### src/rtl/mvm_pkg.sv
// ---------------------------------------------------------------------------
// mvm_pkg
// Shared types and constants for the matrix-vector multiply-accumulate block.
// ---------------------------------------------------------------------------
package mvm_pkg;

  localparam int MAX_LEN_DEF    = 1024;
  localparam int DATA_WIDTH_DEF = 16;

  localparam int ACC_W      = 48;
  localparam int ROW_W      = 16;
  localparam int ROWS_W     = 17;
  localparam int VLEN_W     = 11;
  localparam int CFG_W      = 17;
  localparam int CFG_IDX_W  = 1;
  localparam int ROWS_MAX   = 65536;

  localparam int QUEUE_DEPTH = 4;

  typedef enum logic [1:0] {
    KIND_VEC  = 2'd0,
    KIND_SEED = 2'd1,
    KIND_MAC  = 2'd2
  } kind_t;

  localparam logic [CFG_IDX_W-1:0] REG_VEC_LEN = 1'b0;
  localparam logic [CFG_IDX_W-1:0] REG_ROW_CNT = 1'b1;

  typedef struct packed {
    logic             is_seed;
    logic             end_row;
    logic             last_row;
    logic [ROW_W-1:0] row_index;
  } op_ctrl_t;

endpackage

### src/rtl/mvm_if.sv


interface mvm_out_if;
  logic        valid;
  logic        ready;
  logic [47:0] row_sum;
  logic [15:0] row_index;
  logic        last_row;

  modport source (output valid, row_sum, row_index, last_row, input ready);
  modport sink   (input valid, row_sum, row_index, last_row, output ready);
endinterface

### src/rtl/mvm_back.sv
// ---------------------------------------------------------------------------
// mvm_back
// Multiplies, accumulates into the 48-bit row sum and drives result words.
// ---------------------------------------------------------------------------
module mvm_back import mvm_pkg::*; #(
  parameter int DATA_WIDTH = DATA_WIDTH_DEF,
  parameter int OPD_W      = ACC_W
) (
  input  logic             clk,
  input  logic             rst_n,
  input  logic             q_valid,
  input  op_ctrl_t         pop_ctrl,
  input  logic [OPD_W-1:0] pop_data,
  output logic             pop,
  mvm_out_if.source        out_ch
);

  localparam int PROD_W = 2 * DATA_WIDTH;

  logic                     b_en;
  logic                     b1_valid_r;
  op_ctrl_t                 b1_ctrl_r;
  logic signed [PROD_W-1:0] b1_prod_r;
  logic [ACC_W-1:0]         b1_seed_r;
  logic [ACC_W-1:0]         acc_r;
  logic                     out_valid_r;
  logic [ACC_W-1:0]         out_sum_r;
  logic [ROW_W-1:0]         out_row_r;
  logic                     out_last_r;

  logic signed [DATA_WIDTH-1:0] op_a;
  logic signed [DATA_WIDTH-1:0] op_b;
  logic [ACC_W-1:0]             prod_ext;
  logic [ACC_W-1:0]             sum;
  logic                         emit;

  assign b_en     = !out_valid_r || out_ch.ready;
  assign pop      = b_en && q_valid;
  assign op_a     = pop_data[PROD_W-1:DATA_WIDTH];
  assign op_b     = pop_data[DATA_WIDTH-1:0];
  assign prod_ext = ACC_W'(b1_prod_r);
  assign sum      = acc_r + prod_ext;
  assign emit     = b1_valid_r && !b1_ctrl_r.is_seed && b1_ctrl_r.end_row;

  assign out_ch.valid     = out_valid_r;
  assign out_ch.row_sum   = out_sum_r;
  assign out_ch.row_index = out_row_r;
  assign out_ch.last_row  = out_last_r;

  // stage 1: product
  always_ff @(posedge clk) begin
    if (!rst_n) begin
      b1_valid_r <= 1'b0;
    end else if (b_en) begin
      b1_valid_r <= q_valid;
    end
  end

  always_ff @(posedge clk) begin
    if (pop) begin
      b1_ctrl_r <= pop_ctrl;
      b1_prod_r <= PROD_W'(op_a) * PROD_W'(op_b);
      b1_seed_r <= pop_data[ACC_W-1:0];
    end
  end

  // stage 2: accumulate, result register
  always_ff @(posedge clk) begin
    if (!rst_n) begin
      acc_r       <= '0;
      out_valid_r <= 1'b0;
    end else if (b_en) begin
      out_valid_r <= emit;
      if (b1_valid_r) begin
        if (b1_ctrl_r.is_seed) begin
          acc_r <= b1_seed_r;
        end else if (b1_ctrl_r.end_row) begin
          acc_r <= '0;
        end else begin
          acc_r <= sum;
        end
      end
    end
  end

  always_ff @(posedge clk) begin
    if (b_en && emit) begin
      out_sum_r  <= sum;
      out_row_r  <= b1_ctrl_r.row_index;
      out_last_r <= b1_ctrl_r.last_row;
    end
  end

endmodule

### src/flat_wrapper.sv
// flat-port wrapper written by rule: the top's interface ports become plain ports
module mvm_back_flat import mvm_pkg::*;
#(
  parameter int DATA_WIDTH = DATA_WIDTH_DEF,
  parameter int OPD_W      = ACC_W
)
  (clk, rst_n, q_valid, pop_ctrl, pop_data, pop, out_ch_valid, out_ch_row_sum, out_ch_row_index, out_ch_last_row, out_ch_ready);
  mvm_out_if out_ch_i ();
  input  logic clk;
  input  logic rst_n;
  input  logic q_valid;
  input  op_ctrl_t pop_ctrl;
  input  logic [OPD_W-1:0] pop_data;
  output logic pop;
  output wire logic [$bits(out_ch_i.valid)-1:0] out_ch_valid;
  output wire logic [$bits(out_ch_i.row_sum)-1:0] out_ch_row_sum;
  output wire logic [$bits(out_ch_i.row_index)-1:0] out_ch_row_index;
  output wire logic [$bits(out_ch_i.last_row)-1:0] out_ch_last_row;
  input wire logic [$bits(out_ch_i.ready)-1:0] out_ch_ready;
  assign out_ch_valid = out_ch_i.valid;
  assign out_ch_row_sum = out_ch_i.row_sum;
  assign out_ch_row_index = out_ch_i.row_index;
  assign out_ch_last_row = out_ch_i.last_row;
  assign out_ch_i.ready = out_ch_ready;
  mvm_back #(.DATA_WIDTH(DATA_WIDTH), .OPD_W(OPD_W)) u_core (.clk(clk), .rst_n(rst_n), .q_valid(q_valid), .pop_ctrl(pop_ctrl), .pop_data(pop_data), .pop(pop), .out_ch(out_ch_i));
endmodule
### config.mk
export PLATFORM = sky130hd
export DESIGN_NAME = mvm_back_flat
export DESIGN_NICKNAME = d
export VERILOG_FILES = /design/src/rtl/mvm_pkg.sv /design/src/rtl/mvm_if.sv /design/src/rtl/mvm_back.sv /design/src/flat_wrapper.sv
export SDC_FILE = /design/constraint.sdc
export NUM_CORES = 1
export LEC_CHECK = 0
export BUFFER_PORTS_ARGS = -buffer_cell sky130_fd_sc_hd__buf_4
export CAP_MARGIN = 20
export CORE_UTILIZATION = 37
export CTS_CLUSTER_DIAMETER = 200
export CTS_CLUSTER_SIZE = 20
export DETAILED_ROUTE_END_ITERATION = 7
export RECOVER_POWER = 50
export SYNTH_ARGS = -nofsm -noshare
export SYNTH_HDL_FRONTEND = slang
export SYNTH_SLANG_ARGS = --single-unit
### constraint.sdc
create_clock -name clk -period 14.4 [get_ports clk]
set_clock_uncertainty 0.15 [all_clocks]
set_input_delay 2.88 -clock clk [delete_from_list [all_inputs] [get_ports clk]]
set_output_delay 2.88 -clock clk [all_outputs]
set_load 0.005 [all_outputs]
==> impl_results.md <==
* Outcome: finished, violations left
* Failing checks: design-rule violations, max-capacitance violations, max-slew violations
* Ys async rst share at 0%
* Via density at 5.14
* Layout area overhead at 9.71%
* CP startpoint: pop_data[1]
* Critical path type: in2reg
* Gr usage total at 18.6%
* Post-route ant nets at 0
* Mean Syn Cell Area at 10.2 um2
* Ant diodes at 0
* Syn Std Cell Area at 19800 um2
* R2R Setup Slk at 10.27 ns
* Initial core utilization at approximately 38%
* Register area share after synthesis at 29.9%
* CP Data Arrival Time at between 9 and 10 ns
* Die H at approximately 230 um
* CTS resizes at 0
* Max-Cap Viols at 1
* Crit path capture type: flip-flop
* Ys flop type: edfxtp_1
* CTS max path bufs at 3
* Worst EP required at ~14 ns
* IO buf count at about 140
* Post-route DRC violation count at 39
* Wirelength per Cell at 18.4 um
* Startpoint types: primary input
* Core footprint at between 50000 and 60000 um2
* Crit path time final at between 9 and 10 ns
* Worst Reg2Reg Path Length in Cells at 3
* DP HPWL at 38.5 mm
* Fmax at 109 MHz
* RR Endpoint: u_core.b1_seed_r[7]$_DFFE_PP_
* Worst r2r src: u_core.out_ch.valid$_SDFFE_PN0N_
* Vias in the first global route at between 10000 and 15000
* DR pass1 iterations at 8
* Die ar. at 54400 um2
* # IOs at 138
* CTS tree: done
* Yosys reg bits at 214
* Crit-path max FO at 17
* Cells on Worst Hold Path at 0
* Routability cong. at 0.896
* RSZ-0062 raised after global routing: false
* Layout Nets at 2481
* CTS clock-pin slew for the worst setup and hold paths at 0.08 ns
* Post-synth EDFFs at 164
* Remaining Overflow, GRT at 0
* Slew at the pin closest to its max-slew limit at 2.77 ns
* Final hold vios at 0
* Endpoint of the worst hold path: u_core.out_ch.row_index[11]$_DFFE_PP_
* Final setup viols at 0
* Routed wire length at 50.0 mm
* Die X at about 230 um
* TritonCTS Buffers at 14
* Synth Instances at 1932
* Clk_lat worst skew at 0.50 ns
* Clock root buffer: clkbuf_16
* Cell variety after synth at 66
* Min-Delay Path Class: reg2reg
* Setup TNS at 0 ns
* H-tree depth at 1
* Ys Warns at 0
* Share of cells above drive strength 1 at ~7%
* Tcrit/Tclk final at 63.8%
* CTS Hold Bufs at 0
* Clk sinks at 214
* Initial antenna violation count at 1
* Largest net degree at the start of global routing at 64
* Mapped Nets at 2395
* Filler cells at a little over 5000
* Global-route wire length before repair at 79.5 mm
* Post-CTS Setup Inserts at 0
* Hold path start: u_core.b1_ctrl_r[11]$_DFFE_PP_
* # rows at between 80 and 90
* Slew HR at -84.8%
* 1st-iter DRT viols at between 800 and 900
* Slew Limit Fails at 39
* Vias at 14000
==> worst max-delay path, cell delays in order <==
cell and delay [ns]:
clkbuf_1 0.69, nand2_1 0.25, inv_1 0.19, fa_1 0.52, fa_1 0.87, inv_1 0.19
fa_1 0.47, fa_1 0.55, inv_1 0.06, fa_1 0.52, inv_1 0.05, fa_1 0.48
inv_1 0.04, ha_1 0.34, and2_1 0.19, o21a_1 0.17, o21ai_0 0.15, o211ai_1 0.19
o41ai_1 0.36, xnor2_1 0.11
==> registers in the layout (all words and copies together), names as in the netlist <==
register	cells
u_core.b1_seed_r	48
u_core.out_ch.row_index	16
u_core.acc_r	48
u_core.out_ch.valid	1
u_core.b1_valid_r	1
u_core.out_ch.row_sum	48
u_core.out_ch.last_row	1
u_core.b1_prod_r	32
u_core.b1_ctrl_r	19
==> area by class of cell <==
type | count | area (um2) | share of cell area [%]
sequential | 214 | 5930 | 27.3
clock inverter | 1 | 8.76 | 0.0403
multi-input combinational | 1308 | 12300 | 56.6
clock buffer | 23 | 405 | 1.87
inverter | 336 | 1260 | 5.81
timing repair buffer | 144 | 962 | 4.43
tap | 688 | 861 | 3.96
==> per-stage QoR <==
stage	worst slack [ns]	std cells	instance area [um2]	utilization (%)	hold slack [ns]
4_1_cts	5.81	2713	21900	41.5	0.275
6_report	5.21	2714	21700	41.2	0.275
3_5_place_dp	5.30	2689	21500	40.7	0.255
2_1_floorplan	5.79	1932	19800	-	0.250
3_3_place_gp	5.45	2689	21500	40.7	0.250
5_1_grt	4.90	2714	21700	41.2	0.285
==> kinds of logic after synthesis <==
kind of cell | count (synthesis) | share of synthesized area (%)
AO/OA/AOI/OAI | 326 | 11.4
adder cells (fa/ha/maj) | 392 | 34.7
AND/OR/NAND/NOR | 508 | 12.5
multiplexers | 4 | 0.215
flip-flops | 214 | 29.9
XOR/XNOR | 78 | 3.45
buffers and inverters | 410 | 7.78
==> per-layer routing <==
layer / routed length, um / share of wire [%] / GRT usage, % / vias up
li1: - / - / - / 6504
met5: 0 / 0 / 0 / -
met3: 2470 / 4.9 / 1.44 / 68
met1: 23800 / 48 / 26.5 / 7002
met2: 22500 / 45 / 30.6 / 381
met4: 1130 / 2.3 / 4.41 / 0
==> synth_stat cells, types with 4 or more instances <==
master | n | share of area, %
a21oi_1 | 85 | 2.1
nand4_1 | 17 | 0.54
nand2b_1 | 11 | 0.35
nor2b_1 | 5 | 0.16
nor3b_1 | 4 | 0.15
a221oi_1 | 37 | 1.6
a21o_1 | 42 | 1.6
o211a_1 | 4 | 0.20
o21bai_1 | 16 | 0.61
dfxtp_1 | 50 | 5.1
nand3_1 | 11 | 0.28
ha_1 | 129 | 8.2
inv_1 | 335 | 6.3
nor2_1 | 96 | 1.8
nor3_1 | 29 | 0.73
xnor2_1 | 52 | 2.3
a31o_2 | 6 | 0.27
and3_1 | 7 | 0.22
a221oi_2 | 4 | 0.30
fa_1 | 263 | 27
edfxtp_1 | 164 | 25
nand2_1 | 175 | 3.3
and2_1 | 136 | 4.3
o21ai_0 | 58 | 1.5
o21a_1 | 9 | 0.34
a21boi_0 | 5 | 0.19
o211ai_1 | 10 | 0.38
a31oi_1 | 7 | 0.22
xor2_1 | 26 | 1.1
a211oi_1 | 10 | 0.38
clkbuf_1 | 72 | 1.4
or3_1 | 4 | 0.13
==> cells in the final DEF (no fill, tap or decap), types with 4 or more instances in the layout <==
master	count
clkbuf_1	42
and3_1	7
o21a_1	9
o211ai_1	10
nand3_1	11
a221oi_1	39
o21bai_1	16
nor2b_1	5
a21o_1	42
nand2_1	174
a211oi_1	10
nand4_1	17
buf_4	65
a21boi_0	5
nor3_1	29
or3_1	4
nand2b_1	11
clkbuf_16	15
xnor2_1	52
dfxtp_1	50
inv_1	334
fa_1	263
nor2_1	95
and2_0	5
xor2_1	26
a21oi_1	86
nor3b_1	4
a31oi_1	8
and2_1	131
edfxtp_1	164
ha_1	129
clkbuf_4	43
a31o_2	6
o21ai_0	60
o211a_1	4
==> worst max path at each step <==
stage	to	slack (ns)	cells past startpoint
floorplan	u_core.b1_prod_r[28]$_DFFE_PP_	5.79	20
global placement	u_core.b1_prod_r[28]$_DFFE_PP_	5.45	21
detailed placement	u_core.b1_prod_r[28]$_DFFE_PP_	5.30	20
CTS	u_core.b1_prod_r[28]$_DFFE_PP_	5.81	20
global route	u_core.b1_prod_r[28]$_DFFE_PP_	4.90	20
finish	u_core.b1_prod_r[28]$_DFFE_PP_	5.21	20
Power is left out: the tool's default activity adds up to more than one toggle a clock period on the data nets, which glitch-free logic cannot reach.
