[config.mk]
export PLATFORM = sky130hd
export DESIGN_NAME = mvm_queue
export DESIGN_NICKNAME = d
export VERILOG_FILES = /design/src/rtl/mvm_pkg.sv /design/src/rtl/mvm_queue.sv
export SDC_FILE = /design/constraint.sdc
export NUM_CORES = 1
export LEC_CHECK = 0
export BUFFER_PORTS_ARGS = -buffer_cell sky130_fd_sc_hd__clkbuf_2
export CAP_MARGIN = 20
export CORE_MARGIN = 2
export CORE_UTILIZATION = 35
export CTS_CLUSTER_DIAMETER = 50
export DETAILED_ROUTE_END_ITERATION = 8
export GPL_ROUTABILITY_DRIVEN = 1
export PLACE_DENSITY = 0.58
export SETUP_SLACK_MARGIN = 0.5
export SLEW_MARGIN = 20
export SYNTH_ARGS = -nofsm -noshare
export SYNTH_HDL_FRONTEND = slang
export SYNTH_SLANG_ARGS = --single-unit
[constraint.sdc]
create_clock -name clk -period 5.9 [get_ports clk]
set_clock_uncertainty 0.05 [all_clocks]
set_input_delay 0.295 -clock clk [delete_from_list [all_inputs] [get_ports clk]]
set_output_delay 0.295 -clock clk [all_outputs]
set_load 0.02 [all_outputs]
[src/rtl/mvm_pkg.sv]
// ---------------------------------------------------------------------------
// mvm_pkg
// Shared types and constants for the matrix-vector multiply-accumulate block.
// ---------------------------------------------------------------------------
package mvm_pkg;

  localparam int MAX_LEN_DEF    = 1024;
  localparam int DATA_WIDTH_DEF = 16;

  localparam int ACC_W      = 48;
  localparam int ROW_W      = 16;
  localparam int ROWS_W     = 17;
  localparam int VLEN_W     = 11;
  localparam int CFG_W      = 17;
  localparam int CFG_IDX_W  = 1;
  localparam int ROWS_MAX   = 65536;

  localparam int QUEUE_DEPTH = 4;

  typedef enum logic [1:0] {
    KIND_VEC  = 2'd0,
    KIND_SEED = 2'd1,
    KIND_MAC  = 2'd2
  } kind_t;

  localparam logic [CFG_IDX_W-1:0] REG_VEC_LEN = 1'b0;
  localparam logic [CFG_IDX_W-1:0] REG_ROW_CNT = 1'b1;

  typedef struct packed {
    logic             is_seed;
    logic             end_row;
    logic             last_row;
    logic [ROW_W-1:0] row_index;
  } op_ctrl_t;

endpackage

[src/rtl/mvm_queue.sv]
// ---------------------------------------------------------------------------
// mvm_queue
// Short FIFO of issued operations between front and back.
// ---------------------------------------------------------------------------
module mvm_queue import mvm_pkg::*; #(
  parameter int OPD_W = ACC_W
) (
  input  logic             clk,
  input  logic             rst_n,
  input  logic             push,
  input  op_ctrl_t         push_ctrl,
  input  logic [OPD_W-1:0] push_data,
  output logic             q_ready,
  input  logic             pop,
  output logic             q_valid,
  output op_ctrl_t         pop_ctrl,
  output logic [OPD_W-1:0] pop_data
);

  localparam int PTR_W = $clog2(QUEUE_DEPTH);
  localparam int CNT_W = $clog2(QUEUE_DEPTH + 1);

  op_ctrl_t         ctrl_mem [QUEUE_DEPTH];
  logic [OPD_W-1:0] data_mem [QUEUE_DEPTH];
  logic [PTR_W-1:0] wr_ptr_r;
  logic [PTR_W-1:0] rd_ptr_r;
  logic [CNT_W-1:0] cnt_r;
  logic             do_pop;

  assign q_ready  = cnt_r != CNT_W'(QUEUE_DEPTH);
  assign q_valid  = cnt_r != '0;
  assign do_pop   = pop && q_valid;
  assign pop_ctrl = ctrl_mem[rd_ptr_r];
  assign pop_data = data_mem[rd_ptr_r];

  always_ff @(posedge clk) begin
    if (!rst_n) begin
      wr_ptr_r <= '0;
      rd_ptr_r <= '0;
      cnt_r    <= '0;
    end else begin
      if (push) begin
        wr_ptr_r <= wr_ptr_r + PTR_W'(1);
      end
      if (do_pop) begin
        rd_ptr_r <= rd_ptr_r + PTR_W'(1);
      end
      if (push && !do_pop) begin
        cnt_r <= cnt_r + CNT_W'(1);
      end else if (!push && do_pop) begin
        cnt_r <= cnt_r - CNT_W'(1);
      end
    end
  end

  always_ff @(posedge clk) begin
    if (push) begin
      ctrl_mem[wr_ptr_r] <= push_ctrl;
      data_mem[wr_ptr_r] <= push_data;
    end
  end

endmodule

==> results of run 1 <==
[final cells by class]
| class | count | area (um^2) |
|---|---|---|
| fillers | 2446 | 15700 |
| clock buffers | 31 | 733 |
| multi-input cells | 99 | 1780 |
| well taps | 384 | 480 |
| flip-flops and latches | 277 | 8240 |
| clock inverters | 23 | 195 |
| inverters | 3 | 11.3 |
| repair buffers | 212 | 1460 |
[cells by family (layout without fill, tap and decap cells)]
family,count (synthesis),in the layout,synth area share
simple gates,15,15,0.00874
compound gates,4,4,0.00283
mux,69,69,0.151
fa+ha+maj,6,6,0.00813
xor+xnor,5,5,0.00431
buf+inv,18,269,0.0154
flops,277,277,0.810
[cell usage after synthesis, drive strengths merged]
master,n,area (um^2)
nand2,1,3.75
o21ai,1,5.00
dfxtp,9,180
inv,3,11.3
edfxtp,268,8050
buf,15,145
xnor2,3,26.3
mux4,67,1510
o311ai,1,8.76
nor2,1,3.75
nor2b,2,12.5
ha,5,62.6
and2,9,56.3
o31ai,1,7.51
mux2i,2,20.0
a21boi,1,7.51
or3,2,12.5
fa,1,20.0
xor2,2,17.5
[worst max-delay path: cells and delay by family, from the launching register on]
family	cells	cell delay, ps
buffers and inverters	2	920
muxes	1	610
DFF	1	770
[worst paths after layout]
| check | from | to | slack (ps) | cells after the start |
|---|---|---|---|---|
| min reg2reg | cnt_r[2] | cnt_r[2] | 510 | 2 |
| min | push | wr_ptr_r[1] | 130 | 3 |
| max | flop | pop_data[11] | 2670 | 3 |
| max reg2reg | cnt_r[1] | cnt_r[2] | 3660 | 7 |
[layout by cell type, fill, tap and decap left out, types with 4 or more instances in the layout]
cell and n:
clkbuf_2 139, buf_12 4, dlygate4sd3_1 68, and2_1 5
edfxtp_1 268, clkbuf_16 29, mux4_2 67, dfxtp_1 7
clkinv_2 7, and2_4 4, clkinv_1 8, ha_1 5
[routing by layer]
layer	global-route usage	wire, um	up-vias
met2	0.217	9230	122
met3	0.0319	1190	30
met5	0	13	-
met1	0.154	7810	2421
li1	-	-	2145
met4	0.0312	320	2
[state kept, by name (all words and copies together) (netlist names), named ones only]
| signal | count |
|---|---|
| ctrl_mem | 76 |
| cnt_r | 3 |
| wr_ptr_r | 2 |
| rd_ptr_r | 2 |
| data_mem | 192 |
[power breakdown]
group	total [mW]	switching [mW]	internal [mW]
clock network	1.74	0.711	1.03
logic	1.11	0.580	0.530
registers	2.40	0.129	2.27
[through the flow]
step	worst slack, ps	util	hold slack (ps)	total power, mW
final	2670	0.451	132	5.25
after global placement	3110	0.392	455	3.52
after global routing	2360	0.451	150	5.49
after CTS	2520	0.448	106	5.34
after floorplan	3300	-	344	3.25
after detailed placement	3120	0.392	466	3.54
[timing repair]
item | in CTS | in global routing
gates resized for setup | 0 | 0
setup buffers | 0 | 0
hold endpoints to repair | 269 | 0
hold buffers | 68 | 0
==> impl.org, run 1 <==
** Timing
- After routing, the total negative slack on setup checks comes to 0 ps.
- In this run the tightest slew margin relative to its limit is 0.302.
- Derived from the worst setup path, the maximum achievable clock frequency is 0.310 GHz.
- Of the available clock period, the critical path in the final layout requires 0.547.
- Slew Viols, Final :: 0
- The number of hold-slack violations in the final timing report came to 0.
- The routed design could run at a clock period as short as 3230 ps.
- Setup violations remaining at the end of the flow were counted as 0.
- RSZ-0062 raised after global routing :: false
- Slew @ Worst Pin :: around 1000 ps

** Cells and area
- Summing all non-filler instances in the final layout gives an area of 0.0129 mm^2.
- Relative to the synthesized area, the layout overhead comes to 27.0%.
- Of the cells placed in the final design, the portion with a size suffix greater than 1 is 0.405.
- Layout net count :: 699
- Final cell count without fillers :: 1029
- The number of antenna diodes in the final layout is 0.

** Routing
- Remaining number of nets flagged by the antenna check after routing :: 0
- DR vias/cell :: 4.59
- Residual DRC count :: 0
- For this block, the routed nets add up to 18.6 mm of wire.
- Via Count :: between 4000 and 5000
- Number of iterations in the first detailed-routing pass :: 4
- In the final routed layout, each cell accounts on average for 18.0 um.
- Number of DRC markers after the initial detailed-route iteration :: 303

** Worst hold path
- The path class of the tightest hold or removal check is in2reg.

** Clock tree
- In this run the deepest clock path goes through 3 buffers.
- Clock-pin slew was measured on the worst setup and hold paths at 60 ps.
- Total clock buffers created by CTS :: 29
- Later-pin clock latency in the skew report :: 530 ps
- Cell at the root of the clock tree :: clkbuf_16
- Count of clock tree sinks :: between 200 and 300
- CTS built an H-tree with a depth of 1.
- TritonCTS built the clock tree.

** Yosys
- Gate count after technology mapping :: 394
- In this run, distinct cell masters in the synthesized netlist total 23.
- Synthesized flop and latch total :: roughly 280
- For this run, the number of Yosys warnings is 0.
- For this run, the register share of the synthesized area comes to 0.810.
- When the netlist entered floorplanning its net count stood at ~470.
- Post-synthesis area per instance :: between 20 and 30 um^2
- Total standard cell area after synthesis :: roughly 0.010 mm^2

** Global routing
- Pin count of the biggest net entering global routing :: just under 70
- The initial antenna violation count is 1.
- Vias in the first global route :: between 5000 and 6000
- Total congestion overflow :: 0
- Global router's overall resource usage :: 0.124
- The first global-routing pass estimated 29.2 mm of wire.

** Power and ir drop
- Peak VDD IR :: 0.239 mV
- Static leakage power :: approximately 4.4 nW
- In this run the power density over the cells is 407 mW/mm^2.

** Setup path
- Worst setup EP type :: output port
- The worst setup path is launched from a flop.
- Critical path start-end classification :: reg2out
- Crit path max-delay cell type :: dfxtp_4
- Worst-path fanout max :: 37
- Data on the critical path arrives at its endpoint at 2880 ps.
- At the worst endpoint, the required time is 5560 ps.
- For this run, the slowest stage of the critical path takes approximately 770 ps.
- Traced cell by cell, the critical path runs through buf_4 -> mux4_2 -> clkbuf_2.

** Die
- Area of the core :: around 0.029 mm^2
- The die covers 0.0304 mm^2.
- For this configuration, the core starts out at a cell density of 0.355.
- The floorplan has between 60 and 70 rows.
- Floorplan die width :: 174 um
- 140 I/O pins were placed.
- Height of the die :: 174 um

** Placement
- After legalization and detailed placement, the total HPWL measured between 10 and 15 mm.
- Port-buffer cells :: about 140
- Total instance count after detailed placement :: 903
- The placed instances occupy a cell area of 0.0112 mm^2.
- At the end of routability-driven placement, the weighted congestion stood at 0.654.

** Outcome
- Status :: completed

** Run
- The tool flagged a number of max-cap violations equal to 0.
(Power assumes the default switching activity.)
==> run 2: changes to the inputs <==
--- a/config.mk
+++ b/config.mk
@@ -5,6 +5,7 @@
 export SDC_FILE = /design/constraint.sdc
 export NUM_CORES = 1
 export LEC_CHECK = 0
+export ABC_AREA = 1
 export BUFFER_PORTS_ARGS = -buffer_cell sky130_fd_sc_hd__clkbuf_2
 export CAP_MARGIN = 20
 export CORE_MARGIN = 2
==> constraint.sdc (replaced) <==
create_clock -name clk -period 3 [get_ports clk]
set_clock_uncertainty 0.05 [all_clocks]
set_input_delay 0.15 -clock clk [delete_from_list [all_inputs] [get_ports clk]]
set_output_delay 0.15 -clock clk [all_outputs]
set_load 0.02 [all_outputs]
==> run 2 against run 1 <==
Die area grew 2.3%. Critical path depth grew 1. Total power grew 100%. Wire length grew 25%. Final cell count grew 30%. Flip-flop and latch count is the same. Sequential power grew 88%. Register-to-register slack lost 2600 ps. Design area grew 1.9%. Largest cell class unchanged. Combinational power grew 120%. Via count grew 37%. Critical path type unchanged. Synthesized cell count grew 80%.
==> impl.org, run 2 <==
** Outcome
- The flow ran to the end, and the final reports show no timing, DRC or antenna violations.

** Yosys
- Of the post-synthesis cell area, the dominant cell type holds 0.774.
- Post-synthesis area per instance :: 14.6 um^2
- Gate count after technology mapping :: 711
- Area leader, netlist :: edfxtp_1
- By area the synthesized netlist is led by edfxtp_1 77%, o21ai_0 6.4%, nor2_1 5.1%.
- Summing every instance area after synthesis gives approximately 0.010 mm^2.
- The most used flip-flop cell after synthesis is edfxtp_1.
- Yosys instantiated no cell more often than edfxtp_1.
- In this run, distinct cell masters in the synthesized netlist total 21.
- Number of synthesized flops with an enable pin :: 268
- Commonest cells in the netlist :: 268 x edfxtp_1, 140 x nor2_1, 134 x o21ai_0, 67 x o22ai_1, 16 x nand2_1
- Yosys warning total :: 0
- Synthesized flop and latch total :: 277
- Net count after synthesis :: 788
- The share of the Yosys chip area taken by registers is 0.791.
- In the synthesized netlist the async set-or-reset flop fraction comes to 0.

** Clock tree
- The number of clock buffers added by TritonCTS is 31.
- Number of setup buffers added after CTS :: 0
- Count of clock tree sinks :: 277
- The later pin in the worst-skew pair is clocked with a latency of 540 ps.
- H-tree levels :: 1
- The tree is rooted in a clkbuf_16.
- Bufs on Longest Clock Path :: 3
- CTS tree :: yes
- After clock tree synthesis, the clock-pin slew on the worst setup and hold paths is ~60 ps.

** Power and ir drop
- Of the total power, the share spent switching nets is 0.304.
- Internal power comes to 7.32 mW.
- Across the VDD grid, the largest voltage drop is 0.486 mV.
- Portion of total power attributed to sequential cells :: 0.428
- The share of total power dissipated in combinational logic is 0.234.
- Clk pwr share :: 0.338
- For this design the ratio of total power to cell area is 800 mW/mm^2.
- Switch Pwr :: 3.20 mW
- Static leakage power :: 4.67 nW

** Setup path
- The critical path in this run is classified as reg2out.
- STA classifies the critical path startpoint as a flop.
- CP Data Arrival Time :: around 2200 ps
- The largest individual stage delay along the critical path comes from the cell buf_12.
- Cell Chain, Critical Path :: buf_12 -> o21ai_0 -> o22ai_1 -> clkbuf_2
- Along the worst path, the maximum fanout reaches ~130.
- Maximum cell stage delay along the critical path :: 420 ps
- Worst setup EP type :: output port
- Required arrival time at the worst endpoint :: 2800 ps

** Timing
- The number of hold-slack violations in the final timing report is 0.
- Peak Freq :: 0.420 GHz
- RSZ-0062 raised after global routing :: true
- After routing, the total negative slack on setup checks comes to 0 ps.
- Worst Setup Slack, final :: slightly above 600 ps
- The worst path in the final design needs a cycle of 2380 ps, including I/O delays and setup.
- Post-route clock period utilization :: 0.793
- Setup violations remaining at the end of the flow were counted as 0.
- The count of pins over their slew limit is 0.
- At the pin with the least slew margin, the transition time is around 590 ps.
- Headroom to the max-slew limit :: 0.609

** Placement
- Pre-CTS setup slack :: 1040 ps
- Last weighted congestion value of the routability-driven placer :: 0.717
- Input and output buffers added on the ports amount to 139.
- The HPWL after detailed placement is 12.8 mm.

** Cells and area
- The largest registers in the layout are data_mem (192), ctrl_mem (76), cnt_r (3).
- Most common library cell in the layout ignoring fill and taps :: edfxtp_1
- In the final layout, the share of cells above drive strength 1 is 0.213.
- Number of flip-flops under the largest register name :: 192
- Syn-to-layout area delta :: 26.5%
- Top register by number of flip-flops :: data_mem
- Number of inserted filler cells in the final layout :: 2655
- Leaving out fill and tap cells, the most frequent cells in the layout are 268 x edfxtp_1, 140 x nor2_1, 139 x clkbuf_2, 134 x o21ai_0, 70 x dlygate4sd3_1.
- Layout net count :: approximately 1000
- N_diodes :: 0

** Routing
- In the routed design, unresolved DRC markers number 0.
- For this block, the routed nets add up to roughly 23 mm of wire.
- DR vias/cell :: ~5
- Routed WL per cell :: 17.4 um
- Number of iterations in the first detailed-routing pass :: 5
- The count of nets left with antenna violations once routing finished came out at 0.
- The first routing iteration left 506 violations.
- Detailed routing inserted a total of approximately 6500 vias.

** Global routing
- Global routing finished with a remaining overflow of 0.
- The initial antenna violation count came to 0.
- The via count of the first global-routing pass was 6172.
- Global-route wire length before repair :: ~35 mm
- Pin count of the biggest net entering global routing :: about 140
- In the global route stage, overall resource usage came out at 0.144.

** Run
- Count of maximum capacitance violations :: 0

** Die
- The floorplan has 63 rows.
- Starting density of the core :: 0.353
- For this design the top-level I/O count stands at 140.
- From left edge to right edge, the die measures 176 um.
- The floorplan step defined a core boundary enclosing 0.0295 mm^2.
- The die is ~180 um tall.
- The floorplan step defined a die boundary enclosing 0.0311 mm^2.

** Worst hold path
- Worst min-delay path class :: in2reg
## run 2: area by class of cell
class / instances / area, um^2 / area share
Sequential cell: 277 / 8230 / 0.626
Tap cell: 390 / 488 / 0.0371
Clock inverter: 19 / 179 / 0.0136
Clock buffer: 36 / 795 / 0.0604
Multi-Input combinational cell: 375 / 1820 / 0.139
Timing Repair Buffer: 220 / 1560 / 0.118
Inverter: 16 / 77.6 / 0.00590
## run 2: worst max-delay path, delay by kind of cell (launching register included)
kind	cells	cell delay (ps)
AO/OA/AOI/OAI	2	540
flip-flops	1	390
buffers and inverters	2	660
## run 2: routing by layer
layer  part of all wire  vias up  track usage
met3              0.058       25       0.0278
met1               0.45     3181        0.197
met5                  0        -            0
met4              0.014        0       0.0310
li1                   -     3088            -
met2               0.48      181        0.242
## run 2: logic make-up after synthesis
logic type	Yosys count	share of synthesized area
adders and majority gates	6	0.00794
buffers and inverters	59	0.0337
and+or+nand+nor	159	0.0577
AOI/OAI and AO/OA	209	0.109
xor gates and xnor gates	1	0.000842
DFF	277	0.791
## run 2: per-stage QoR
step | util | std cells | cell area [um^2] | hold WS [ps] | total power, mW
after global placement | 0.389 | 1208 | 11500 | 319 | 6.99
after floorplan | - | 711 | 10400 | 199 | 6.22
after global routing | 0.446 | 1333 | 13200 | 320 | 11.0
after CTS | 0.446 | 1333 | 13100 | 293 | 10.7
after detailed placement | 0.389 | 1208 | 11500 | 322 | 7.02
final | 0.446 | 1333 | 13200 | 325 | 10.5
## run 2: timing repair
action	CTS	global route
endpoints found under the hold margin	277	0
gates resized for setup	2	1
hold buffers	70	0
setup endpoints to repair	8	1
## run 2: power by group through the flow
stage / Combinational [mW] / Sequential [mW] / Clock, mW
3_3_place_gp: 2.41 / 4.58 / 0
4_1_cts: 2.51 / 4.51 / 3.66
3_5_place_dp: 2.43 / 4.59 / 0
6_report: 2.46 / 4.51 / 3.56
2_1_floorplan: 1.64 / 4.58 / 0
5_1_grt: 2.71 / 4.53 / 3.81
## run 2: path summary, 6_finish.rpt
| path | from | end | slack (ps) | depth (start not counted) |
|---|---|---|---|---|
| worst max-delay path | flop | pop_ctrl[8] | 620 | 4 |
| worst min-delay path | push_data[38] | data_mem[2][38] | 330 | 2 |
| worst max register to register | cnt_r[0] | cnt_r[2] | 1080 | 12 |
| worst min register to register | rd_ptr_r[1] | flop | 450 | 2 |
